--- config.mk ---
export PLATFORM = sky130hd
export DESIGN_NAME = rac_fifo
export DESIGN_NICKNAME = d
export VERILOG_FILES = /design/src/sv/rac_pkg.sv /design/src/sv/rac_fifo.sv
export SDC_FILE = /design/constraint.sdc
export NUM_CORES = 1
export LEC_CHECK = 0
export BUFFER_PORTS_ARGS = -buffer_cell sky130_fd_sc_hd__clkbuf_2
export CORE_AREA = 2 2 43 45
export CTS_CLUSTER_DIAMETER = 50
export DETAILED_ROUTE_END_ITERATION = 6
export DIE_AREA = 0 0 45 47
export PLACE_DENSITY_LB_ADDON = 0.12
export SYNTH_ARGS = -nofsm -noshare
export SYNTH_HDL_FRONTEND = slang
export SYNTH_SLANG_ARGS = --single-unit
--- constraint.sdc ---
create_clock -name clk -period 2 [get_ports clk]
set_input_delay 0.2 -clock clk [delete_from_list [all_inputs] [get_ports clk]]
set_output_delay 0.2 -clock clk [all_outputs]
set_load 0.02 [all_outputs]
--- src/sv/rac_pkg.sv ---
// ----------------------------------------------------------------------------
// rac_pkg
// Shared types, constants and the gain root table for the RMS compressor.
// ----------------------------------------------------------------------------
package rac_pkg;

  localparam int SAMPLE_BITS_DEF = 24;
  localparam int MS_W            = 48;
  localparam int DIV_NUM_W       = 64;
  localparam int DIV_DEN_W       = 15;
  localparam int DIV_BITS_STEP   = 4;
  localparam int DIV_STEPS       = DIV_NUM_W / DIV_BITS_STEP;

  localparam logic [17:0] DB_PER_OCT_Q16 = 18'd197283;
  localparam logic [13:0] OCT_PER_DB_Q16 = 14'd10885;

  localparam logic signed [15:0] THRESHOLD_RST = -16'sd3072;
  localparam logic [14:0]        RATIO_RST     = 15'd1024;
  localparam logic [12:0]        WINDOW_RST    = 13'd480;

  localparam logic [1:0] REG_THRESHOLD = 2'd0;
  localparam logic [1:0] REG_RATIO     = 2'd1;
  localparam logic [1:0] REG_WINDOW    = 2'd2;

  typedef struct packed {
    logic signed [15:0] threshold_db;
    logic [14:0]        ratio;
    logic [12:0]        window_frames;
  } cfg_t;

  typedef logic [15:0][30:0] root_tab_t;

  function automatic logic [63:0] isqrt64(input logic [63:0] v_in);
    logic [63:0] v;
    logic [63:0] res;
    logic [63:0] bitv;
    v    = v_in;
    res  = '0;
    bitv = 64'h4000_0000_0000_0000;
    for (int i = 0; i < 32; i++) begin
      if (v >= res + bitv) begin
        v   = v - (res + bitv);
        res = (res >> 1) + bitv;
      end else begin
        res = res >> 1;
      end
      bitv = bitv >> 2;
    end
    return res;
  endfunction

  // entry k: factor 2^(-2^(k-16)) in Q1.30
  function automatic root_tab_t gen_roots();
    root_tab_t   tab;
    logic [63:0] r;
    r = 64'd1 << 29;
    for (int k = 15; k >= 0; k--) begin
      r      = isqrt64(r << 30);
      tab[k] = r[30:0];
    end
    return tab;
  endfunction

  localparam root_tab_t ROOTS = gen_roots();

endpackage

--- src/sv/rac_fifo.sv ---
// ----------------------------------------------------------------------------
// rac_fifo
// Two-entry queue between front and back.
// ----------------------------------------------------------------------------
module rac_fifo #(
  parameter int WIDTH = 8
) (
  input  logic             clk,
  input  logic             rst,
  input  logic             push,
  input  logic [WIDTH-1:0] din,
  output logic             full,
  input  logic             pop,
  output logic             valid,
  output logic [WIDTH-1:0] dout
);
  import rac_pkg::*;

  logic [WIDTH-1:0] mem [2];
  logic             wp;
  logic             rp;
  logic [1:0]       count;

  always_ff @(posedge clk) begin
    if (rst) begin
      wp    <= 1'b0;
      rp    <= 1'b0;
      count <= 2'd0;
    end else begin
      if (push) begin
        mem[wp] <= din;
        wp      <= !wp;
      end
      if (pop) begin
        rp <= !rp;
      end
      count <= count + 2'(push) - 2'(pop);
    end
  end

  assign full  = count[1];
  assign valid = (count != 2'd0);
  assign dout  = mem[rp];

endmodule

### Word level (Yosys, flattened, before mapping)

Memory sizes are Yosys's and may differ from the RTL's. A register that Yosys moved wholly into a read port is not among the register bits.
Cells that the tools add are included.

| word-level totals | value |
|---|---|
| register bits | 4 |
| bits in writable memories | 16 |
| output and inout port bits | 10 |
| memories kept | 1 |

Memory list:

| memory | words | width | rd ports | clocked after memory_dff | wr ports | RTL line | RTL |
|---|---|---|---|---|---|---|---|
| mem | 2 | 8 | 1 | 1 | 1 | rac_fifo.sv:19 | `logic [WIDTH-1:0] mem [2];` |

| cells by class | value |
|---|---|
| add/sub/neg operators | 2 |
| multiplexer cells | 5 |
| reductions and logical operators | 3 |

Operators by type and width:

| operator | number |
|---|---|
| $mux W1 | 5 |
| $add A2 B1 Y2 | 1 |
| $logic_not A1 Y1 | 2 |
| $reduce_bool A2 Y1 | 1 |
| $sub A2 B1 Y2 | 1 |

### Logic depth before layout (Yosys ltp)

| logic depth | value |
|---|---|
| depth after elaboration | 3 |
| mapped depth | 6 |

### Worst setup path after synthesis

OpenSTA, ideal clock, no wires.

| timing path | value |
|---|---|
| path type | flip-flop to flip-flop |
| start | reg wp |
| end | mem mem[0][0], enable pin |
| library setup time | 0.385 ns |
| arrival time | 1.001 ns |
| required time | 1.615 ns |
| slack | 0.614 ns |
| cell stages (with the launch flop) | 2 |
| path buffers | 0 |
| period minus slack after synthesis | 1.386 ns |
| cell sequence | dfxtp_1 -> nor3b_1 |

RTL lines:

| item | RTL line | RTL |
|---|---|---|
| start: declaration | rac_fifo.sv:20 | `logic wp;` |
| start signal: assignment | rac_fifo.sv:32 | `wp <= !wp;` |
| end: declaration | rac_fifo.sv:19 |  |

Straight into the memory's write port.

==> out/results.txt <==
result of the run - finished, final reports clean
Crit Path Max Fanout - 8
router iterations before antenna repair - 2
area post-placement - 921 sq um
Hold WS - 0.0799 ns
Tcrit/Tclk final - 78.2%
die area - 0.00212 sq mm
startpoint types - flop
GRT overflow - 0
Num CTS Buffers - 3
Worst Skew - 0.00971 ns
Final setup viols - 0
Post-CTS Hold Buffers - 0
initial antenna violation count - 0
Critical Path AT - 1.36 ns
Post-Syn Nets - 59
Clock Tree Buf Depth - 2
Initial Utilization - 48.0%
total of max-cap violations - 0
Multi-input gate area - 199 sq um
vias in the first global route - 396
CTS tree - yes
fin nets - 85
Total Wirelength - 1050 microns
diode count - 0
total track usage - 12.1%
GPL Wtd Cong - 0.593
drt initial violations - 4
area delta synth->final - 19.7%
H-tree levels - 1
vias - 426
Row Count - 15
Worst-Margin Slew - 0.376 ns
# IOs - 22
syn avg cell area - 17.6 sq um
FMAX - 640 MHz
register area share after synthesis - 73.3%
Synth Cell Area - 792 sq um
Worst setup EP type - output pin
clock sinks - 21
fraction of layout cells with a size suffix above 1 - 50.0%
Lkg Pwr - 0.000391 uW
Synth Instances - 45
total negative setup slack - 0 ns
clock root cell - clkbuf_4
R2R Path End - count[1]
Worst-path clk slew - 0.12 ns
DR vias/cell - 4.90
Routed wire per std cell - 12.1 microns
Slew Limit Fails - 0
# port buffers - 21
first-pass GRT wire length - 1700 microns
Final min period - 1.56 ns
yosys warns - 0
r2r worst-path depth - 6
largest net degree at the start of global routing - 13
die width - 45 microns
FF-to-FF setup slack - 0.84 ns
Post-CTS Setup Bufs - 0
RSZ-0062 raised after global routing - no
commonest non-fill, non-tap cell in the layout - clkbuf_2
reg2reg start - count[0]
Max IR drop VDD - 512 uV
clk_lat worst skew - 0.30 ns
Routed Antenna Nets - 0
Power Total - 864 uW
worst hold stages - 1
Hold Crit Class - in -> reg
post-cts sizing count - 0
hold path endpoint - mem[1][6]
Crit Path Category - reg -> out
CORE AREA - 0.00165 sq mm
Seq cells post-synth - 21
max_slew headroom - 75.0%
register area - 581 sq um
Netlist cell types - 13
critical path required time - 1.80 ns
Final Cell Area - 948 sq um
Pwr Density - 911 mW/mm^2
filler cell count - 146
# DRC - 0
Fin. Hold Viols - 0
die height - 47 microns
Hold Crit Start - din[6]
commonest non-fill, non-tap cells in the layout - clkbuf_2, edfxtp_1, mux2_2
DPL Wire Length - 783 microns
==> worst max-delay path: stages, from the launching register on <==
cell      delay, ns
dfxtp_1        0.54
mux2_2         0.38
clkbuf_2       0.15
==> metal layers <==
| metal | up-vias | routed length, microns | track usage, % |
|---|---|---|---|
| li1 | 212 | - | - |
| met2 | 11 | 520 | 19.4 |
| met4 | 0 | 8 | 8.82 |
| met5 | - | 0 | 0 |
| met3 | 2 | 61 | 2.69 |
| met1 | 201 | 461 | 14.4 |
==> state kept, by name, summed over array words and instances, names as in the netlist, named ones only <==
name / flops
mem: 16
count: 2
rp: 1
wp: 1
==> cell usage after synthesis <==
| cell type | number | area (sq um) |
|---|---|---|
| nor3b_1 | 1 | 7.51 |
| edfxtp_1 | 16 | 480 |
| or2_2 | 1 | 6.26 |
| inv_1 | 2 | 7.51 |
| nor2b_1 | 1 | 6.26 |
| xnor2_1 | 2 | 17.5 |
| nor2_1 | 4 | 15.0 |
| ha_1 | 2 | 25.0 |
| buf_2 | 1 | 5.00 |
| and3b_1 | 1 | 8.76 |
| xnor3_1 | 1 | 22.5 |
| dfxtp_1 | 5 | 100 |
| mux2_2 | 8 | 90.1 |
==> through the flow <==
stage	cells	worst slack [ns]	util, %
CTS	87	0.395	57.4
floorplan	45	0.614	-
detailed placement	83	0.737	55.8
global placement	83	0.751	55.8
finish	87	0.437	57.4
global route	87	0.354	57.4
==> power breakdown <==
group          leakage [uW]  internal [uW]  switching, uW
sequential         0.000189            498           17.1
combinational      0.000185           75.2           73.6
clock             0.0000177           74.4            125
==> final cells by class <==
type,count,share of cell area [%]
Inverter,2,0.792
Timing Repair Buffer,22,11.9
Clock inverter,1,0.528
Tap cell,17,2.24
Sequential cell,21,61.2
Clock buffer,3,2.37
Multi-Input combinational cell,21,21.0
==> worst max path at each step <==
stage                     start        end  cells past startpoint
final                      flop    dout[5]                      2
after global placement     flop    dout[5]                      2
after detailed placement   flop    dout[5]                      2
after global routing       flop    dout[5]                      2
after CTS                  flop    dout[5]                      2
after floorplan              wp  mem[0][0]                      1
==> logic make-up after synthesis <==
| family | after synthesis | share of synthesized area, % |
|---|---|---|
| buffers and inverters | 3 | 1.58 |
| xor gates and xnor gates | 3 | 5.06 |
| DFF | 21 | 73.3 |
| adders and majority gates | 2 | 3.16 |
| muxes | 8 | 11.4 |
| and+or+nand+nor | 8 | 5.53 |
Note: power is estimated with default switching activity, not from simulation.
