`config.mk`:
```
export PLATFORM = sky130hd
export DESIGN_NAME = rac_front
export DESIGN_NICKNAME = d
export VERILOG_FILES = /design/src/sv/rac_pkg.sv /design/src/sv/rac_front.sv
export SDC_FILE = /design/constraint.sdc
export NUM_CORES = 1
export LEC_CHECK = 0
export BUFFER_PORTS_ARGS = -buffer_cell sky130_fd_sc_hd__buf_4
export CORE_UTILIZATION = 40
export DETAILED_ROUTE_END_ITERATION = 16
export PLACE_DENSITY = 0.6
export SLEW_MARGIN = 30
export SYNTH_ARGS = -nofsm -noshare
export SYNTH_HDL_FRONTEND = slang
export SYNTH_SLANG_ARGS = --single-unit
export TNS_END_PERCENT = 30
```
`constraint.sdc`:
```
create_clock -name vclk -period 11.8
set_clock_uncertainty 0.2 [all_clocks]
set_input_delay 0.59 -clock vclk [all_inputs]
set_output_delay 0.59 -clock vclk [all_outputs]
set_load 0.005 [all_outputs]
```
`src/sv/rac_pkg.sv`:
```
// ----------------------------------------------------------------------------
// rac_pkg
// Shared types, constants and the gain root table for the RMS compressor.
// ----------------------------------------------------------------------------
package rac_pkg;

  localparam int SAMPLE_BITS_DEF = 24;
  localparam int MS_W            = 48;
  localparam int DIV_NUM_W       = 64;
  localparam int DIV_DEN_W       = 15;
  localparam int DIV_BITS_STEP   = 4;
  localparam int DIV_STEPS       = DIV_NUM_W / DIV_BITS_STEP;

  localparam logic [17:0] DB_PER_OCT_Q16 = 18'd197283;
  localparam logic [13:0] OCT_PER_DB_Q16 = 14'd10885;

  localparam logic signed [15:0] THRESHOLD_RST = -16'sd3072;
  localparam logic [14:0]        RATIO_RST     = 15'd1024;
  localparam logic [12:0]        WINDOW_RST    = 13'd480;

  localparam logic [1:0] REG_THRESHOLD = 2'd0;
  localparam logic [1:0] REG_RATIO     = 2'd1;
  localparam logic [1:0] REG_WINDOW    = 2'd2;

  typedef struct packed {
    logic signed [15:0] threshold_db;
    logic [14:0]        ratio;
    logic [12:0]        window_frames;
  } cfg_t;

  typedef logic [15:0][30:0] root_tab_t;

  function automatic logic [63:0] isqrt64(input logic [63:0] v_in);
    logic [63:0] v;
    logic [63:0] res;
    logic [63:0] bitv;
    v    = v_in;
    res  = '0;
    bitv = 64'h4000_0000_0000_0000;
    for (int i = 0; i < 32; i++) begin
      if (v >= res + bitv) begin
        v   = v - (res + bitv);
        res = (res >> 1) + bitv;
      end else begin
        res = res >> 1;
      end
      bitv = bitv >> 2;
    end
    return res;
  endfunction

  // entry k: factor 2^(-2^(k-16)) in Q1.30
  function automatic root_tab_t gen_roots();
    root_tab_t   tab;
    logic [63:0] r;
    r = 64'd1 << 29;
    for (int k = 15; k >= 0; k--) begin
      r      = isqrt64(r << 30);
      tab[k] = r[30:0];
    end
    return tab;
  endfunction

  localparam root_tab_t ROOTS = gen_roots();

endpackage

```
`src/sv/rac_front.sv`:
```
// ----------------------------------------------------------------------------
// rac_front
// Input side: takes a sample word, squares it and scales to Q2.46.
// ----------------------------------------------------------------------------
module rac_front #(
  parameter int SAMPLE_BITS = rac_pkg::SAMPLE_BITS_DEF
) (
  input  logic                          in_valid,
  output logic                          in_ready,
  input  logic signed [SAMPLE_BITS-1:0] sample_in,
  input  logic                          q_full,
  output logic                          q_push,
  output logic [SAMPLE_BITS+rac_pkg::MS_W-1:0] q_data
);
  import rac_pkg::*;

  localparam int SQ_W = 2 * SAMPLE_BITS;
  localparam int SH   = SQ_W - MS_W;
  localparam int SHR  = (SH > 0) ? SH : 0;
  localparam int SHL  = (SH < 0) ? -SH : 0;

  logic [SAMPLE_BITS-1:0] mag;
  logic [SQ_W-1:0]        sq_full;
  logic [SQ_W+MS_W-1:0]   wide;

  always_comb begin
    mag     = sample_in[SAMPLE_BITS-1] ? SAMPLE_BITS'(-sample_in) : sample_in;
    sq_full = SQ_W'(mag) * SQ_W'(mag);
    wide    = ({{MS_W{1'b0}}, sq_full} << SHL) >> SHR;
  end

  assign in_ready = !q_full;
  assign q_push   = in_valid && !q_full;
  assign q_data   = {sample_in, wide[MS_W-1:0]};

endmodule

```
# == Word-level counts from Yosys, hierarchy flattened ==
# Index checks and enable logic that the tools add are counted.
# totals
regBits,0
latchBits,0
ramBits,0
romBits,0
input_bits,26
output_inout_bits,74
mem_count,0
# classes
n_addsub,1
mul,1
n_div,0
order_cmp,0
n_eq_ne,0
shift,0
mux,1
n_bitwise,0
n_reduce_logical,2
# op_table
cell,n
multiplier 24 x 24 -> 48 bit,1
2-to-1 mux 24 bit,1
negation 24 bit,1
logical AND 1 bit,1
zero test 1 bit,1

# == Logic depth before layout (Yosys ltp) ==
# Gate-level depths: netlist of run 1.
# depth
depth_word,3
ltp_mapped,34
ltp_nobuf,32

# == Worst setup path before layout of run 1 ==
# OpenSTA, ideal clock, no wires.
# synth_path
kind,input -> output
from,in sample_in[0]
to,out q_data[42] in the netlist's numbering
t_arrival_ns,8.505
t_required_ns,11.010
path_slack_ns,2.505
cell_stages,30
path_cell_list,clkbuf_1 inv_1 clkbuf_1 ha_1 nor2b_1 nand3_2 or3_4 o41a_4 xnor2_4 buf_6 nor2_2 fa_1 fa_1 fa_1 inv_1 fa_1 inv_1 fa_1 fa_1 inv_1 fa_1 inv_1 ha_1 a21oi_1 inv_1 a211o_1 a21o_1 a311oi_1 o21ai_0 o311a_1
# synth_via
elab_chain_len,3
# synth_lines
item,line_no,source
from (decl),rac_front.sv:10,"input logic signed [SAMPLE_BITS-1:0] sample_in,"
negation 24 bit,rac_front.sv:27,mag = sample_in[SAMPLE_BITS-1] ? SAMPLE_BITS'(-sample_in) : sample_in;
2-to-1 mux 24 bit *,rac_front.sv:27,
multiplier 24 x 24 -> 48 bit *,rac_front.sv:28,sq_full = SQ_W'(mag) * SQ_W'(mag);
to (decl),rac_front.sv:13,output logic [SAMPLE_BITS+rac_pkg::MS_W-1:0] q_data
# Every way passes the cells marked *; elsewhere a longest branch is shown, timed or not.

# == Worst setup path in the final report of run 1 ==
# Ends and elaborated chain as after synthesis.

==> flow_summary.yaml, run 1 <==
status:
  status: "completed"
drt:
  vias: 12500
  initialDrtViolationCount: 627
  wl_per_cell_um: 17.97
  viasPerCell: 5.009
  postRouteWirelength_um: 44840
  drc: 0
  ant_nets: 0
  first_pass_iters: 7
layout:
  design_area_sq_um: 18060
  antennaDiodeCount: 0
  n_fill_cell: 4147
  nNetsFinal: 2584
  drive_above_1_share_pct: 8.609
  area.sequential_sq_um: 0
  seq_cells: 0
  clkbuf_count: 0
  area.growth.synth_to_final_pct: 7.513
yosys:
  syn_inst: 1902
  synth_area_sq_um: 16800
  synth_area_leaders: "fa_1, inv_1, ha_1, nand2_1, nor2_1"
  synth_top_area_share_pct: 50.52
  synth_cell_type_count: 67
  synth_top_cell_by_area: "fa_1"
  ys_warn_count: 0
  yosysSeqAreaShare_pct: 0
  syn_area_per_cell_sq_um: 8.834
timing:
  rsz0062_at_grt: "false"
  slew_headroom_pct: 31.47
  fin_crit_sh_pct: 92.10
  hold_viol: 0
  fmax_ghz: 0.09202
  finalCriticalPeriod_ns: 10.87
  setup_violations: 0
  tns_ns: 0
  worst_slew_pin_slew_ns: 1.023
  final-max-slew-violation-count: 0
  timing.final.ws_setup_ns: 0.9327
  timing.hold.ws_ns: 1.178
global_routing:
  grt_util_all_layers_pct: 22.09
  globalRouteOverflowTotal: 0
  grt_pass1_wl_um: 72520
  first_global_vias: 13790
  grt_max_degree: 27
  antenna_found_initial: 0
critical_path:
  max_stage_delay_ns: 0.66
  worstSetupPathType: "in -> out"
  end_kind: "primary output"
  cpMaxStageDelayCell: "xor2_1"
  cp-start-kind: "input pin"
  crit_arrival_ns: 10.08
  cp_max_fo: 16
  cp_data_required_time_ns: 11.01
hold_path:
  hold_depth: 2
  hp-class: "in -> out"
  holdPathEnd: "q_data[57]"
  worstHoldStart: "sample_in[9]"
die:
  fp.dieH_um: 207.0
  dieArea_sq_um: 42830
  io_pins: 100
  die_w_um: 207.0
  core_area_sq_um: 41110
  start_util_pct: 40.87
  rows: 74
placement:
  port_buffers: 99
  placed_cell_area_sq_um: 18060
  place.gp.congestion: 0.9233
  dp_hpwl_um: 39030
  pre_cts_slack_ns: 0.9917
clock_network:
  post_cts_buffers: 0
  ctsResizeCount: 0
  postCtsHoldBufs: 0
flow_run:
  drv_cap: 0
## cell usage after synthesis, types with 8 or more instances
cell,number
buf_2,9
a21o_1,33
buf_4,27
o21ai_0,31
nor2_1,140
nor2_2,11
nand2_1,173
nand4_1,11
inv_2,8
ha_1,169
inv_1,582
xor2_1,26
xnor2_1,43
a21oi_1,50
fa_1,424
clkbuf_1,37
## cell families (layout without fill, tap and decap cells)
kind of cell | after synthesis | count (layout) | share of synthesized area (%)
AO/OA/AOI/OAI | 182 | 182 | 7.342
XOR/XNOR | 71 | 71 | 3.924
adder cells (fa/ha/maj) | 593 | 593 | 63.10
buffers and inverters | 670 | 715 | 15.68
multiplexers | 2 | 2 | 0.1191
other | 2 | 18 | 0.04470
AND/OR/NAND/NOR | 382 | 382 | 9.785
## metrics by stage
| step | util (%) | cells |
|---|---|---|
| detailed placement | 43.94 | 2495 |
| global route | 43.94 | 2495 |
| finish | 43.94 | 2495 |
| global placement | 43.92 | 2495 |
| floorplan | - | 1918 |
| CTS | 43.94 | 2495 |
## cell type report
class	instances	area [sq um]	area share [%]
multi-input combinational	1248	14250	78.90
inverter	592	2222	12.30
tap	532	665.6	3.685
timing repair buffer	123	923.4	5.112
## worst max-delay path: cells and delay by family
| kind | cells | cell delay (ns) |
|---|---|---|
| compound gates | 7 | 2.25 |
| simple gates | 4 | 0.96 |
| fa+ha+maj | 9 | 4.19 |
| xor+xnor | 1 | 0.66 |
| buf+inv | 10 | 1.39 |
## placed cells by master, fill, tap and decap left out, drive strengths merged, types with 4 or more instances in the layout
cell type | netlist | final
nand2b | 7 | 7
a21oi | 51 | 51
nand2 | 177 | 177
and3 | 4 | 4
o21bai | 7 | 7
o31ai | 6 | 6
buf | 41 | 123
nor3 | 5 | 5
fa | 424 | 424
ha | 169 | 169
conb | 2 | 18
nor2 | 152 | 152
nand4 | 11 | 11
or3 | 5 | 5
a211o | 4 | 4
a31oi | 4 | 4
xor2 | 26 | 26
a211oi | 7 | 7
o21ai | 34 | 34
nor2b | 6 | 6
a21o | 33 | 33
inv | 590 | 590
nand3 | 5 | 5
o21a | 4 | 4
xnor2 | 45 | 45
## worst max-delay path by stage
stage,start,to,depth (start not counted)
final,sample_in[0],q_data[42],31
after CTS,sample_in[0],q_data[42],31
after global placement,sample_in[0],q_data[42],31
after floorplan,sample_in[0],q_data[42],30
after global routing,sample_in[0],q_data[42],31
after detailed placement,sample_in[0],q_data[42],31
## layer usage
| metal | up-vias | global-route usage [%] | part of all wire (%) |
|---|---|---|---|
| met2 | 315 | 41.86 | 55 |
| met3 | 91 | 1.664 | 4.4 |
| met5 | - | 0 | 0 |
| met1 | 6439 | 25.94 | 37 |
| li1 | 5652 | - | - |
| met4 | 0 | 7.847 | 4.0 |
Power of run 1 is left out: the tool's default activity adds up to more than one toggle a clock period on the data nets, which glitch-free logic cannot reach.
==> inputs of run 2 (changes only) <==
- CORE_UTILIZATION: 40 -> 60
- PLACE_DENSITY: 0.6 -> 0.83
==> run 2 against run 1 <==
Worst hold slack hardly changed; fmax is 1.3% higher; via count is 2.2% higher; clock-buffer cell count stayed put; critical path type unchanged; largest cell class unchanged.
==> flow_summary.yaml, run 2 (synthesis gave the netlist of run 1 again) <==
status:
  status: "completed"
layout:
  area.growth.synth_to_final_pct: 6.546
  nNetsFinal: 2586
  drive_above_1_share_pct: 8.753
  area.sequential_sq_um: 0
  seq_cells: 0
  antennaDiodeCount: 0
  clkbuf_count: 0
  final_common_cell: "inv_1"
  multi_input_area_sq_um: 14280
  final_cell_mix: "inv_1, fa_1, nand2_1, ha_1, nor2_1"
  n_fill_cell: 2246
timing:
  worst_slew_pin_slew_ns: 0.9996
  slew_headroom_pct: 33.03
  final-max-slew-violation-count: 0
  rsz0062_at_grt: "false"
  tns_ns: 0
  hold_viol: 0
  finalCriticalPeriod_ns: 10.73
  setup_violations: 0
  fmax_ghz: 0.09324
  fin_crit_sh_pct: 90.89
global_routing:
  grt_util_all_layers_pct: 32.34
  grt_max_degree: 27
  first_global_vias: 14330
  globalRouteOverflowTotal: 0
  grt_pass1_wl_um: 71460
  antenna_found_initial: 0
die:
  fp.dieH_um: 169.3
  core_area_sq_um: 27180
  io_pins: 100
  dieArea_sq_um: 28680
  start_util_pct: 61.83
  rows: 60
  die_w_um: 169.3
drt:
  viasPerCell: 5.467
  first_pass_iters: 5
  drc: 0
  postRouteWirelength_um: 43350
  ant_nets: 0
  initialDrtViolationCount: 1017
  vias: 12780
  wl_per_cell_um: 18.55
clock_network:
  ctsResizeCount: 0
  post_cts_buffers: 0
  postCtsHoldBufs: 0
critical_path:
  cp_max_fo: 17
  worstSetupPathType: "in -> out"
  crit_arrival_ns: 9.94
  cp_num_buf_inv: 8
  max_stage_delay_ns: 0.65
  cp-start-kind: "input pin"
  cp_data_required_time_ns: 11.01
  crit_family: "adder cells"
  cpMaxStageDelayCell: "a311oi_1"
  end_kind: "primary output"
  crit_top_cell: "fa_1"
placement:
  place.gp.congestion: 0.9725
  dp_hpwl_um: 37550
  port_buffers: 99
flow_run:
  drv_cap: 0
hold_path:
  hp-class: "in -> out"
[run 2: cell count changes in the layout (fill, tap and decap cells not counted), sizes merged]
cell / delta
buf: +2
[run 2: path summary, 6_finish.rpt]
kind | from | end | slack, ns | depth (start not counted)
min | sample_in[9] | q_data[57] | 1.18 | 2
max | sample_in[0] | q_data[42] | 1.07 | 29
[run 2: area by class of cell]
cell class	count	share of cell area, %
inverters	592	12.41
multi-input cells	1248	79.75
well taps	372	2.600
repair buffers	125	5.242
[run 2: per-layer routing]
metal	vias to the layer above	track usage (%)	wire, um
li1	5639	-	-
met1	6471	38.99	15470
met2	530	58.96	22230
met3	137	3.615	3487
met4	0	13.00	2155
met5	-	0	0
[run 2: metrics by stage]
stage	hold slack, ns	area, sq um	worst slack [ns]	utilization, %	instances
after global routing	1.188	17900	0.7586	65.87	2337
after floorplan	1.007	16860	2.505	-	1918
final	1.179	17900	1.075	65.87	2337
after detailed placement	1.178	17900	1.211	65.87	2337
after global placement	1.177	17880	1.440	65.81	2337
after CTS	1.180	17900	1.201	65.87	2337
Power of run 2 is left out for the same reason.
==> inputs of run 3 (changes only) <==
- CORE_MARGIN: unset -> 4
- CORE_UTILIZATION: 60 -> 66
- PLACE_DENSITY: 0.83 -> 0.89
==> run 3 against run 2 <==
Cell count fell by 1.8%; final area fell by 0.42%; worst setup slack got worse by 0.064 ns; largest cell class unchanged.
==> flow_summary.yaml, run 3 (synthesis gave the netlist of run 1 again) <==
timing:
  slew_headroom_pct: 26.65
  tns_ns: 0
  setup_violations: 0
  timing.hold.ws_ns: 1.186
  fin_crit_sh_pct: 91.43
  hold_viol: 0
  final-max-slew-violation-count: 0
  rsz0062_at_grt: "false"
  fmax_ghz: 0.09269
  timing.final.ws_setup_ns: 1.011
  finalCriticalPeriod_ns: 10.79
  worst_slew_pin_slew_ns: 1.096
drt:
  first_pass_iters: 5
  ant_nets: 0
  initialDrtViolationCount: 879
  vias: 13290
  postRouteWirelength_um: 45540
  wl_per_cell_um: 19.85
  drc: 0
  viasPerCell: 5.791
die:
  die_w_um: 167.6
  io_pins: 100
  core_area_sq_um: 25110
  dieArea_sq_um: 28070
  start_util_pct: 66.92
  rows: 58
  fp.dieH_um: 167.6
global_routing:
  antenna_found_initial: 0
  globalRouteOverflowTotal: 0
  grt_util_all_layers_pct: 33.55
  grt_pass1_wl_um: 74870
  grt_max_degree: 27
  first_global_vias: 15460
critical_path:
  cpMaxStageDelayCell: "a311oi_1"
  cp_max_fo: 16
  cp_data_required_time_ns: 11.01
  end_kind: "primary output"
  cp-start-kind: "input pin"
  crit_arrival_ns: 10.00
  worstSetupPathType: "in -> out"
  crit_top_cell: "inv_1"
  max_stage_delay_ns: 0.65
placement:
  pre_cts_slack_ns: 1.238
  place.gp.congestion: 1.010
  dp_hpwl_um: 39440
  port_buffers: 99
layout:
  seq_cells: 0
  clkbuf_count: 0
  antennaDiodeCount: 0
  final_common_cell: "inv_1"
  nNetsFinal: 2585
  final_util_pct: 71.00
  area.growth.synth_to_final_pct: 6.099
  drive_above_1_share_pct: 8.707
  final_cell_mix: "inv_1, fa_1, nand2_1, ha_1, nor2_1"
  area.sequential_sq_um: 0
clock_network:
  ctsResizeCount: 0
  post_cts_buffers: 0
  postCtsHoldBufs: 0
flow_run:
  drv_cap: 0
hold_path:
  hp-class: "in -> out"
status:
  status: "completed"
==> run 3: changes by cell type in the layout (fill, tap and decap cells not counted), sizes merged <==
cell	previous run	this run
buf	125	124
==> run 3: layout make-up <==
| type | instances | area, sq um |
|---|---|---|
| tap | 330 | 412.9 |
| inverter | 592 | 2222 |
| multi-input combinational | 1248 | 14260 |
| fill | 1881 | 7282 |
| timing repair buffer | 124 | 930.9 |
==> run 3: stage by stage <==
stage / instance area, sq um / instances
2_1_floorplan: 16860 / 1918
3_3_place_gp: 17820 / 2294
3_5_place_dp: 17830 / 2294
4_1_cts: 17830 / 2294
5_1_grt: 17830 / 2294
6_report: 17830 / 2294
==> run 3: path summary, 6_finish.rpt <==
check | from | endpoint | slack, ns | depth (start not counted)
setup / recovery | sample_in[0] | q_data[42] | 1.01 | 32
hold / removal | sample_in[14] | q_data[62] | 1.19 | 2
==> run 3: worst max-delay path: cells and delay by family <==
kind / cells / cell delay, ns
buffers and inverters: 11 / 1.81
AOI/OAI and AO/OA: 7 / 2.33
and+or+nand+nor: 4 / 0.91
adders and majority gates: 9 / 4.23
xor gates and xnor gates: 1 / 0.12
==> run 3: layer usage <==
layer	share of wire [%]	track usage, %	vias to the layer above
li1	-	-	5642
met1	31	36.91	6585
met2	51	60.64	774
met3	9.5	6.421	284
met4	8.0	19.02	0
met5	0	0	-
Power of run 3 is left out for the same reason.
