==> src/sv/rac_pkg.sv <==
// ----------------------------------------------------------------------------
// rac_pkg
// Shared types, constants and the gain root table for the RMS compressor.
// ----------------------------------------------------------------------------
package rac_pkg;

  localparam int SAMPLE_BITS_DEF = 24;
  localparam int MS_W            = 48;
  localparam int DIV_NUM_W       = 64;
  localparam int DIV_DEN_W       = 15;
  localparam int DIV_BITS_STEP   = 4;
  localparam int DIV_STEPS       = DIV_NUM_W / DIV_BITS_STEP;

  localparam logic [17:0] DB_PER_OCT_Q16 = 18'd197283;
  localparam logic [13:0] OCT_PER_DB_Q16 = 14'd10885;

  localparam logic signed [15:0] THRESHOLD_RST = -16'sd3072;
  localparam logic [14:0]        RATIO_RST     = 15'd1024;
  localparam logic [12:0]        WINDOW_RST    = 13'd480;

  localparam logic [1:0] REG_THRESHOLD = 2'd0;
  localparam logic [1:0] REG_RATIO     = 2'd1;
  localparam logic [1:0] REG_WINDOW    = 2'd2;

  typedef struct packed {
    logic signed [15:0] threshold_db;
    logic [14:0]        ratio;
    logic [12:0]        window_frames;
  } cfg_t;

  typedef logic [15:0][30:0] root_tab_t;

  function automatic logic [63:0] isqrt64(input logic [63:0] v_in);
    logic [63:0] v;
    logic [63:0] res;
    logic [63:0] bitv;
    v    = v_in;
    res  = '0;
    bitv = 64'h4000_0000_0000_0000;
    for (int i = 0; i < 32; i++) begin
      if (v >= res + bitv) begin
        v   = v - (res + bitv);
        res = (res >> 1) + bitv;
      end else begin
        res = res >> 1;
      end
      bitv = bitv >> 2;
    end
    return res;
  endfunction

  // entry k: factor 2^(-2^(k-16)) in Q1.30
  function automatic root_tab_t gen_roots();
    root_tab_t   tab;
    logic [63:0] r;
    r = 64'd1 << 29;
    for (int k = 15; k >= 0; k--) begin
      r      = isqrt64(r << 30);
      tab[k] = r[30:0];
    end
    return tab;
  endfunction

  localparam root_tab_t ROOTS = gen_roots();

endpackage

==> src/sv/rac_div.sv <==
// ----------------------------------------------------------------------------
// rac_div
// Shared restoring divider, four quotient bits per cycle.
// ----------------------------------------------------------------------------
module rac_div (
  input  logic                          clk,
  input  logic                          rst,
  input  logic                          start,
  input  logic [rac_pkg::DIV_NUM_W-1:0] num,
  input  logic [rac_pkg::DIV_DEN_W-1:0] den,
  output logic                          done,
  output logic [rac_pkg::DIV_NUM_W-1:0] quo
);
  import rac_pkg::*;

  localparam int CNT_W = $clog2(DIV_STEPS);

  logic                 busy;
  logic [CNT_W-1:0]     cnt;
  logic [DIV_NUM_W-1:0] q;
  logic [DIV_DEN_W-1:0] rem;
  logic [DIV_DEN_W-1:0] d;
  logic [DIV_NUM_W-1:0] q_next;
  logic [DIV_DEN_W-1:0] rem_next;

  always_comb begin
    logic [DIV_DEN_W:0] r2;
    q_next   = q;
    rem_next = rem;
    for (int i = 0; i < DIV_BITS_STEP; i++) begin
      r2     = {rem_next, q_next[DIV_NUM_W-1]};
      q_next = {q_next[DIV_NUM_W-2:0], 1'b0};
      if (r2 >= {1'b0, d}) begin
        r2        = r2 - {1'b0, d};
        q_next[0] = 1'b1;
      end
      rem_next = r2[DIV_DEN_W-1:0];
    end
  end

  always_ff @(posedge clk) begin
    if (rst) begin
      busy <= 1'b0;
      done <= 1'b0;
      cnt  <= '0;
    end else begin
      done <= 1'b0;
      if (start) begin
        q    <= num;
        rem  <= '0;
        d    <= den;
        busy <= 1'b1;
        cnt  <= '0;
      end else if (busy) begin
        q   <= q_next;
        rem <= rem_next;
        cnt <= cnt + 1'b1;
        if (cnt == CNT_W'(DIV_STEPS - 1)) begin
          busy <= 1'b0;
          done <= 1'b1;
        end
      end
    end
  end

  assign quo = q;

endmodule

==> config.mk <==
export PLATFORM = sky130hd
export DESIGN_NAME = rac_div
export DESIGN_NICKNAME = d
export VERILOG_FILES = /design/src/sv/rac_pkg.sv /design/src/sv/rac_div.sv
export SDC_FILE = /design/constraint.sdc
export NUM_CORES = 1
export LEC_CHECK = 0
export BUFFER_PORTS_ARGS = -buffer_cell sky130_fd_sc_hd__buf_2
export CAP_MARGIN = 30
export CORE_UTILIZATION = 51
export DETAILED_ROUTE_END_ITERATION = 10
export PLACE_DENSITY = 0.78
export REMOVE_ABC_BUFFERS = 1
export SETUP_SLACK_MARGIN = 0.2
export SYNTH_ARGS = -nofsm -noshare
export SYNTH_HDL_FRONTEND = slang
export SYNTH_SLANG_ARGS = --single-unit
==> constraint.sdc <==
create_clock -name clk -period 10.2 [get_ports clk]
set_input_delay 0.51 -clock clk [delete_from_list [all_inputs] [get_ports clk]]
set_output_delay 0.51 -clock clk [all_outputs]
set_load 0.05 [all_outputs]
* Yosys cells after proc, flatten, opt, wreduce, memory -nomap -nowiden
Cells that the tools add are included.
** Word-level totals
- Bits of input ports :: 82
- Word-level logic and storage cells :: 38
- Output and inout port bits :: 65
- Register bits :: 100
** Operators by class
- Muxes and demuxes :: 15
- $add $sub $neg :: 5
- Reduce and logical (&&, ||, !) cells :: 5
- Bitwise gates (word level) :: 2
- Eq/ne operators :: 1
- Magnitude comparators :: 4
** Operators with widths (count)
- $mux 64 :: 2
- $mux 15 :: 5
- $ge 16x15->1 :: 4
- $sub 15x15->15 :: 4
- $mux 1 :: 8
- $add 4x1->4 const B :: 1
- $eq 4x4->1 const B :: 1
- $reduce_and 2->1 :: 2
- $reduce_or 3->1 :: 1
- $not 1->1 :: 2
- $reduce_bool 2->1 :: 1
- $reduce_or 2->1 :: 1

* Logic depth before layout (Yosys ltp)
Gate-level depths: netlist of the first run.
- Word-level depth :: 10
- Mapped depth :: 47
- Mapped depth without buffers :: 43

* Worst setup path before layout of the first run
No wires, ideal clock.
- Path type :: register to register
- Start :: reg q[63] (netlist: quo[63])
- End :: reg rem[8], data pin
- Stages on the path, launching flop included :: 44
- Buffers on the path :: 5
- Setup slack :: 0.014 ns
- Data arrival time :: 9.920 ns
- Library setup time :: 0.267 ns
- Data required time :: 9.933 ns
- Path through :: edfxtp_1 > inv_1 > ha_1 > inv_1 > fa_1 > a21oi_2 > o2111ai_2 > a2111oi_4 > o21ai_1 > clkbuf_1 > clkbuf_1 > o21ai_0 > inv_1 > ha_1 > nand2_1 > nor2_1 > nand3_1 > o311ai_0 > [8 not listed] > o41ai_2 > o21bai_1 > o32a_1 > nor3_4 > a21oi_2 > a221oi_1 > ha_1 > nor2b_1 > o21a_1 > o21ai_1 > a21oi_1 > a221o_1 > a31oi_1 > o21ai_1 > a2111oi_4 > buf_6 > mux2i_1 > nor2_1
** On the way
- Cells in the longest elaborated chain, start to end :: 9
- Elaborated cells between the ends (all ways) :: 13
- Those cells by class :: add/sub (4); order compare (4); mux (5)
** Ends and longest elaborated chain
- start: declaration :: line rac_div.sv:20 : logic [DIV_NUM_W-1:0] q;
- start signal: assignment :: line rac_div.sv:49 : q <= num;
- start signal: assignment :: line rac_div.sv:55 : q <= q_next;
- $sub 15x15->15 or $ge 16x15->1 (tied branches) :: line rac_div.sv:34, rac_div.sv:33
- $mux 15 * :: line rac_div.sv:33 : if (r2 >= {1'b0, d}) begin
- $sub 15x15->15 or $ge 16x15->1 (tied branches) :: line rac_div.sv:34, rac_div.sv:33
- $mux 15 * :: line rac_div.sv:33
- $sub 15x15->15 or $ge 16x15->1 (tied branches) :: line rac_div.sv:34, rac_div.sv:33
- $mux 15 * :: line rac_div.sv:33
- $sub 15x15->15 or $ge 16x15->1 (tied branches) :: line rac_div.sv:34, rac_div.sv:33
- $mux 15 * :: line rac_div.sv:33
- $mux 15 * :: line rac_div.sv:54 : end else if (busy) begin
- end signal: assignment :: line rac_div.sv:56 : rem <= rem_next;
- end: declaration :: line rac_div.sv:21 : logic [DIV_DEN_W-1:0] rem;
Every way passes the cells marked *; elsewhere a longest branch is shown, timed or not. The select of a mux whose other input is x is not followed.
A chain may end at the register's enable or synchronous reset.

* Worst setup path in the final report of the first run
- Start :: reg rem[3]
- End :: reg rem[9], data pin
** On the way
- Cells in the longest elaborated chain, start to end :: 9
- Elaborated cells between the ends (all ways) :: 13
- Those cells by class :: add/sub (4); order compare (4); mux (5)
** Ends and longest elaborated chain (line)
- $sub 15x15->15 or $ge 16x15->1 (tied branches) :: rac_div.sv:34, rac_div.sv:33
- $mux 15 * :: rac_div.sv:33
- $sub 15x15->15 or $ge 16x15->1 (tied branches) :: rac_div.sv:34, rac_div.sv:33
- $mux 15 * :: rac_div.sv:33
- $sub 15x15->15 or $ge 16x15->1 (tied branches) :: rac_div.sv:34, rac_div.sv:33
- $mux 15 * :: rac_div.sv:33
- $sub 15x15->15 or $ge 16x15->1 (tied branches) :: rac_div.sv:34, rac_div.sv:33
- $mux 15 * :: rac_div.sv:33
- $mux 15 * :: rac_div.sv:54
Marks and branches as above.

==> results.toml, run 1 <==
[run_status]
status = "finished, final reports clean"

[logic_synthesis]
synth_seq_cells = 100
yosysSeqAreaShare = 0.3952
syn_inst = 712
synth.largest_area_cell = "edfxtp_1"
ys.flop_type = "edfxtp_1"
synth.top_cell.area_share = 0.3790
synth_area_per_cell_um2 = 10.46
synth-edff-count = 94
synth_area_leaders = "edfxtp_1 (38%), ha_1 (10%), mux2_2 (9.8%)"
yosysMostFrequentCell = "edfxtp_1"
synthArstFlopShare = 0
yosysWarnings = 0
synth_cell_types = 69
synth_common_cells = "edfxtp_1 (94), mux2_2 (65), ha_1 (61)"
synthesis.area_um2 = 7447

[critical_path]
slowest_stage = "edfxtp_1"
worst_setup_path_end_kind = "flip-flop"
start_kind = "flip-flop"
worstPathRequired_ns = 10.30
critPathArrivalTime_ns = 9.74
worstRegToRegCells = 37
critical-path-max-stage-delay_ns = 0.48
worstPathMaxFanout = 11
crit_type = "reg -> reg"

[clock_tree]
clockBufferDepth = 2
clk_pin_slew_ns = 0.07
cts_tree = "yes"
cts_buffers = 9
htree_num_levels = 3
clock-root-buffer = "clkbuf_16"
ctsHoldBuffers = 0
cts.sinks = 100
insertion_delay_ns = 0.35

[floorplan]
ios = 147
die_area_um2 = 15090
die_w_um = 122.8
rows = 43
start_util = 0.5303
die_h_um = 122.8
coreArea_um2 = 14040

[final_layout]
layout.nets = 1023
fin_cells = 1061
fillers = 1098
drive_gt1_frac = 0.3371
final_area_um2 = 9014
syn2layout_area_growth_pct = 21.03
diodes = 0

[timing]
rsz0062_at_grt = "false"
setup_viol_count_final = 0
worstMarginPinSlew_ns = 0.6727
setup_slack_ns = 0.5609
final_max_slew_viol_count = 0
hold_violations = 0
relSlewSlack = 0.5515
max_freq_mhz = 103.7
fin_skew_ns = 0.006243
finalHoldWorstSlack_ns = 0.3373
period_share = 0.9450
period_minus_slack_ns = 9.639

[detailed_routing]
viasPerCell = 5.985
drtIter0Drc = 634
firstDrtPassIters = 5
drc_errors = 0
wl_per_cell_um = 19.22
dr_total_vias = 6350
drt_wl_total_mm = 20.39
drt.antenna.violating_nets = 0

[placement]
place_ws_ns = -0.06471
numPortBuffers = 146
gp_congestion = 1.035
postPlaceCellArea_um2 = 8443
dp.cells = 1030
dp_hpwl_mm = 15.64

[min_path]
hold_depth = 1
hold_path_class = "in -> reg"

[global_route]
grt_max_degree = 55
track_usage = 0.2695
grt_pass1_vias = 6147
antenna_found_initial = 0
overflow = 0
grt_pass1_wl_mm = 30.81

[run]
cap_viol_max_count = 0
flip-flops by register name, indices dropped and copies added, names as in the netlist:
| signal | flops |
|---|---|
| busy | 1 |
| cnt | 4 |
| d | 15 |
| done | 1 |
| quo | 64 |
| rem | 15 |
critical path: cells and delay by family (launching register included):
kind,cells,cell delay [ns]
AND/OR/NAND/NOR,5,0.90
flip-flops,1,0.48
multiplexers,1,0.34
adder cells (fa/ha/maj),4,1.58
buffers and inverters,4,0.82
AO/OA/AOI/OAI,23,5.25
placed cells by master, fill, tap and decap left out, types with 7 or more instances in the layout:
cell type / count
clkbuf_16: 9
mux2_2: 65
mux2i_1: 8
nand3_1: 12
nor2b_1: 11
o221ai_1: 8
o21ai_0: 31
a21oi_2: 7
a21oi_1: 33
ha_1: 60
nor2_1: 42
nand2_1: 45
xor2_1: 16
a21o_1: 13
buf_4: 28
inv_1: 44
nor3_1: 18
buf_2: 146
o21a_1: 14
nand2b_1: 10
xnor2_1: 31
edfxtp_1: 94
nand4_1: 12
what timing repair did:
action / 4_1_cts / 5_1_grt
gates cloned: 0 / 2
gates resized for setup: 7 / 35
hold endpoints to repair: 0 / 0
pin swaps: 1 / 11
setup endpoints to repair: 16 / 16
buffers inserted: 2 / 11
metal layers:
layer | track usage | vias up | part of all wire
met5 | 0 | - | 0
met1 | 0.3560 | 2986 | 0.41
met2 | 0.4400 | 317 | 0.49
met3 | 0.05344 | 38 | 0.086
met4 | 0.09299 | 0 | 0.021
li1 | - | 3009 | -
logic make-up after synthesis:
logic type | count (synthesis) | synth area share
compound gates | 180 | 0.1712
simple gates | 171 | 0.1109
flops | 100 | 0.3952
mux | 78 | 0.1161
buf+inv | 71 | 0.03814
fa+ha+maj | 65 | 0.1132
xor+xnor | 47 | 0.05527
metrics by stage:
stage,util,setup TNS (ns)
after CTS,0.6243,0
final,0.6419,0
after floorplan,-,-5.128
after global routing,0.6419,0
after detailed placement,0.6013,-0.5307
after global placement,0.5998,0
final cells by class:
cell class	instances	area (um2)	area share
tap	180	225.2	0.02499
clock buffer	9	225.2	0.02499
inverter	46	172.7	0.01916
timing repair buffer	178	994.7	0.1104
sequential	100	2943	0.3265
clock inverter	7	55.05	0.006108
multi-input combinational	541	4398	0.4879
worst paths after layout:
kind / from / to / slack, ns
worst max-delay path: rem[3] / rem[9] / 0.56
worst max register to register: rem[3] / rem[9] / 0.56
worst min-delay path: den[3] / d[3] / 0.34
worst min register to register: cnt[3] / done / 0.47
Power of run 1 is not shown: default switching activity piles up to over one toggle a cycle in this logic, so the estimate is an artifact.
==> run 2: changes to the inputs <==
CORE_UTILIZATION = 57   (was 51)
PLACE_DENSITY = 0.82   (was 0.78)
clock period = 10.1 ns   (was 10.2 ns; I/O delays follow)
==> run 2 against run 1 <==
Compared with the run above: utilization is 8.3 points higher; die area shrank 10%; worst hold slack lost 0.0059 ns; cell area rose by 2.0%; sequential cell count unchanged; critical path type unchanged; via count increased by 4.0%; largest cell class unchanged; highest routed layer unchanged; sequential share of layout area down 0.63 points; maximum frequency up 1.4%.
==> results.toml, run 2 (synthesized netlist as in run 1, its figures left out) <==
[critical_path]
slowest_stage = "edfxtp_1"
critical-path-max-stage-delay_ns = 0.41
r2r_end = "rem[7]"
start_kind = "flip-flop"
critPathArrivalTime_ns = 9.59
worstPathMaxFanout = 12
worstRegToRegCells = 42
critical_path.top_delay_family = "compound AO/OA/AOI/OAI gates"
crit_type = "reg -> reg"
worstPathRequired_ns = 10.19
r2r_setup_slack_ns = 0.60
cp.buffers_inverters = 8
worst_setup_path_end_kind = "flip-flop"
r2r-start = "quo[63]"

[floorplan]
die_w_um = 116.3
die_h_um = 116.3
rows = 41
die_area_um2 = 13530
ios = 147
start_util = 0.5877
coreArea_um2 = 12670

[final_layout]
diodes = 0
largest_register_ffs = 64
drive_gt1_frac = 0.3492
layout_commonest_cell = "buf_2"
syn2layout_area_growth_pct = 23.40
mostFrequentLayoutCells = "buf_2 (146), edfxtp_1 (94), mux2_2 (65)"
final_area_um2 = 9190
layout.nets = 1047

[timing]
max_freq_mhz = 105.2
fin_skew_ns = 0.009358
rsz0062_at_grt = "false"
setup_viol_count_final = 0
worstMarginPinSlew_ns = 1.029
finalHoldWorstSlack_ns = 0.3314
hold_violations = 0
period_share = 0.9408
final_max_slew_viol_count = 0
relSlewSlack = 0.3137
setup_slack_ns = 0.5975
period_minus_slack_ns = 9.503

[placement]
place_ws_ns = -0.02568
gp_congestion = 1.040
numPortBuffers = 146
postPlaceCellArea_um2 = 8670
dp_hpwl_mm = 17.85

[clock_tree]
insertion_delay_ns = 0.34
clock-root-buffer = "clkbuf_16"
htree_num_levels = 3
cts_buffers = 9
cts_tree = "yes"
ctsHoldBuffers = 0
cts.sinks = 100
clk_pin_slew_ns = 0.07
clockBufferDepth = 2

[min_path]
hold_depth = 1
hp-start = "den[7]"
min_to = "d[7]"
hold_path_class = "in -> reg"

[detailed_routing]
dr_total_vias = 6601
drtIter0Drc = 507
firstDrtPassIters = 5
wl_per_cell_um = 21.29
drt.antenna.violating_nets = 0
drc_errors = 0
viasPerCell = 6.129
drt_wl_total_mm = 22.93

[global_route]
track_usage = 0.3376
antenna_found_initial = 0
grt_pass1_vias = 6399
grt_max_degree = 80
grt_pass1_wl_mm = 33.58
overflow = 0

[run]
cap_viol_max_count = 0

[run_status]
status = "finished, final reports clean"
-- run 2: worst max-delay path by stage --
stage | start | to | slack [ns] | cells past startpoint
6_report | quo[63] | rem[7] | 0.60 | 42
5_1_grt | quo[63] | rem[3] | 0.18 | 43
4_1_cts | quo[63] | rem[2] | 0.21 | 42
3_5_place_dp | quo[63] | rem[9] | -0.03 | 40
3_3_place_gp | quo[63] | rem[4] | 0.26 | 42
2_1_floorplan | quo[63] | rem[6] | -0.48 | 38
-- run 2: final cells by class --
class / count / area, um2
well taps: 172 / 215.2
multi-input cells: 541 / 4380
clock inverters: 7 / 55.05
repair buffers: 202 / 1199
flip-flops and latches: 100 / 2943
fillers: 928 / 3481
clock buffers: 9 / 225.2
inverters: 46 / 172.7
-- run 2: per-stage QoR --
step	TNS, ns	instances	utilization
2_1_floorplan	-6.728	687	-
3_3_place_gp	0	1054	0.6842
3_5_place_dp	-0.1337	1054	0.6842
4_1_cts	0	1070	0.7089
5_1_grt	0	1077	0.7253
6_report	0	1077	0.7253
-- run 2: per-layer routing --
metal  part of all wire  vias to the layer above  GRT usage
met3              0.077                       45    0.05708
li1                   -                     3048          -
met1               0.41                     3194     0.4418
met2               0.49                      314     0.5712
met5                  0                        -          0
met4              0.024                        0     0.1068
-- run 2: timing repair --
| action | CTS | global route |
|---|---|---|
| endpoints found under the hold margin | 0 | 0 |
| pin swaps | 0 | 8 |
| setup buffers | 0 | 5 |
| endpoints found under the setup margin | 16 | 16 |
| resized for setup | 6 | 26 |
| gates cloned | 0 | 2 |
-- run 2: worst reg2reg max path, delay by kind of cell (launching register included) --
kind                       cells  cell delay (ns)
AOI/OAI and AO/OA             23             5.17
adders and majority gates      5             1.51
buffers and inverters          8             1.14
DFF                            1             0.41
muxes                          1             0.22
and+or+nand+nor                5             0.79
Power of run 2 is left out for the same reason.
==> run 3: changes to the inputs <==
CORE_UTILIZATION = 30   (was 57)
PLACE_DENSITY = default   (was 0.82)
==> run 3 against run 2 <==
Compared with the run above: routed wire length shrank 7.6%; global-route usage decreased by 17 points; highest routed layer unchanged; utilization decreased by 34 points; clock skew up 0.013 ns; cell count increased by 13%.
==> results.toml, run 3 (synthesized netlist as in run 1, its figures left out) <==
[run_status]
status = "finished, final reports clean"

[placement]
dp_hpwl_mm = 16.50
gp_congestion = 0.9323
place_ws_ns = 0.1356
numPortBuffers = 146
postPlaceCellArea_um2 = 8768

[floorplan]
die_h_um = 159.6
start_util = 0.3062
coreArea_um2 = 24320
ios = 147
die_area_um2 = 25460
die_w_um = 159.6
rows = 57

[critical_path]
worstPathRequired_ns = 10.19
critical_path.top_delay_family = "compound AO/OA/AOI/OAI gates"
crit_top_cell = "ha_1"
critical-path-max-stage-delay_ns = 0.50
cp.buffers_inverters = 5
worstPathMaxFanout = 11
slowest_stage = "a2111oi_4"
critPathArrivalTime_ns = 9.59
crit_type = "reg -> reg"
start_kind = "flip-flop"
worst_setup_path_end_kind = "flip-flop"

[timing]
final_max_slew_viol_count = 0
period_minus_slack_ns = 9.495
worstMarginPinSlew_ns = 0.7920
setup_slack_ns = 0.6045
rsz0062_at_grt = "false"
fin_skew_ns = 0.02199
relSlewSlack = 0.4708
finalHoldWorstSlack_ns = 0.3075
setup_viol_count_final = 0
period_share = 0.9401
max_freq_mhz = 105.3
hold_violations = 0

[global_route]
grt_max_degree = 62
track_usage = 0.1641
antenna_found_initial = 0
grt_pass1_wl_mm = 32.75
overflow = 0
grt_pass1_vias = 6020

[final_layout]
fin_util = 0.3839
drive_gt1_frac = 0.3441
largest_register_ffs = 64
final_area_um2 = 9335
layout.nets = 1037
syn2layout_area_growth_pct = 25.35
diodes = 0
layout_commonest_cell = "buf_2"
mostFrequentLayoutCells = "buf_2 (145), edfxtp_1 (94), mux2_2 (65)"

[clock_tree]
clk_pin_slew_ns = 0.09
clockBufferDepth = 2
insertion_delay_ns = 0.37
cts_buffers = 9
htree_num_levels = 3
cts.sinks = 100
cts_tree = "yes"
clock-root-buffer = "clkbuf_16"

[min_path]
hold_path_class = "in -> reg"

[detailed_routing]
dr_total_vias = 6210
drc_errors = 0
firstDrtPassIters = 5
drt_wl_total_mm = 21.19
wl_per_cell_um = 17.38
viasPerCell = 5.094
drtIter0Drc = 553
drt.antenna.violating_nets = 0

[run]
cap_viol_max_count = 0
==> run 3: cell count changes in the layout (fill, tap and decap cells not counted), moves of 2 or more <==
cell      change
buf_4        -10
o21ai_1       -5
clkinv_8      +4
o21ai_0       +3
clkinv_2      -2
inv_6         -2
==> run 3: path summary, 6_finish.rpt <==
path,slack [ns],end,startpoint,depth (start not counted)
worst max-delay path,0.60,rem[4],quo[63],40
worst min register to register,0.48,done,cnt[3],2
worst min-delay path,0.31,d[7],den[7],1
worst max register to register,0.60,rem[4],quo[63],40
==> run 3: routing by layer <==
metal	wire length [um]	up-vias	track usage
met1	9704	2956	0.2221
met2	9940	184	0.2668
met4	267	0	0.03846
met5	0	-	0
li1	-	3046	-
met3	1274	24	0.03412
==> run 3: area by class of cell <==
type                       count  area, um2
tap                          324      405.4
clock inverter                 7      96.34
sequential                   100       2943
fill                        2396      14980
multi-input combinational    541       4363
inverter                      46      172.7
timing repair buffer         192       1130
clock buffer                   9      225.2
==> run 3: metrics by stage <==
step | instances | setup TNS [ns]
2_1_floorplan | 687 | -6.728
3_3_place_gp | 1193 | 0
3_5_place_dp | 1193 | 0
4_1_cts | 1209 | 0
5_1_grt | 1219 | 0
6_report | 1219 | 0
==> run 3: what timing repair did <==
| item | in CTS | in global routing |
|---|---|---|
| resized for setup | 6 | 24 |
| gates cloned | 0 | 2 |
| hold buffers | 0 | 0 |
| pin swaps | 0 | 10 |
| setup buffers | 0 | 8 |
| setup endpoints to repair | 11 | 16 |
Power of run 3 is left out for the same reason.
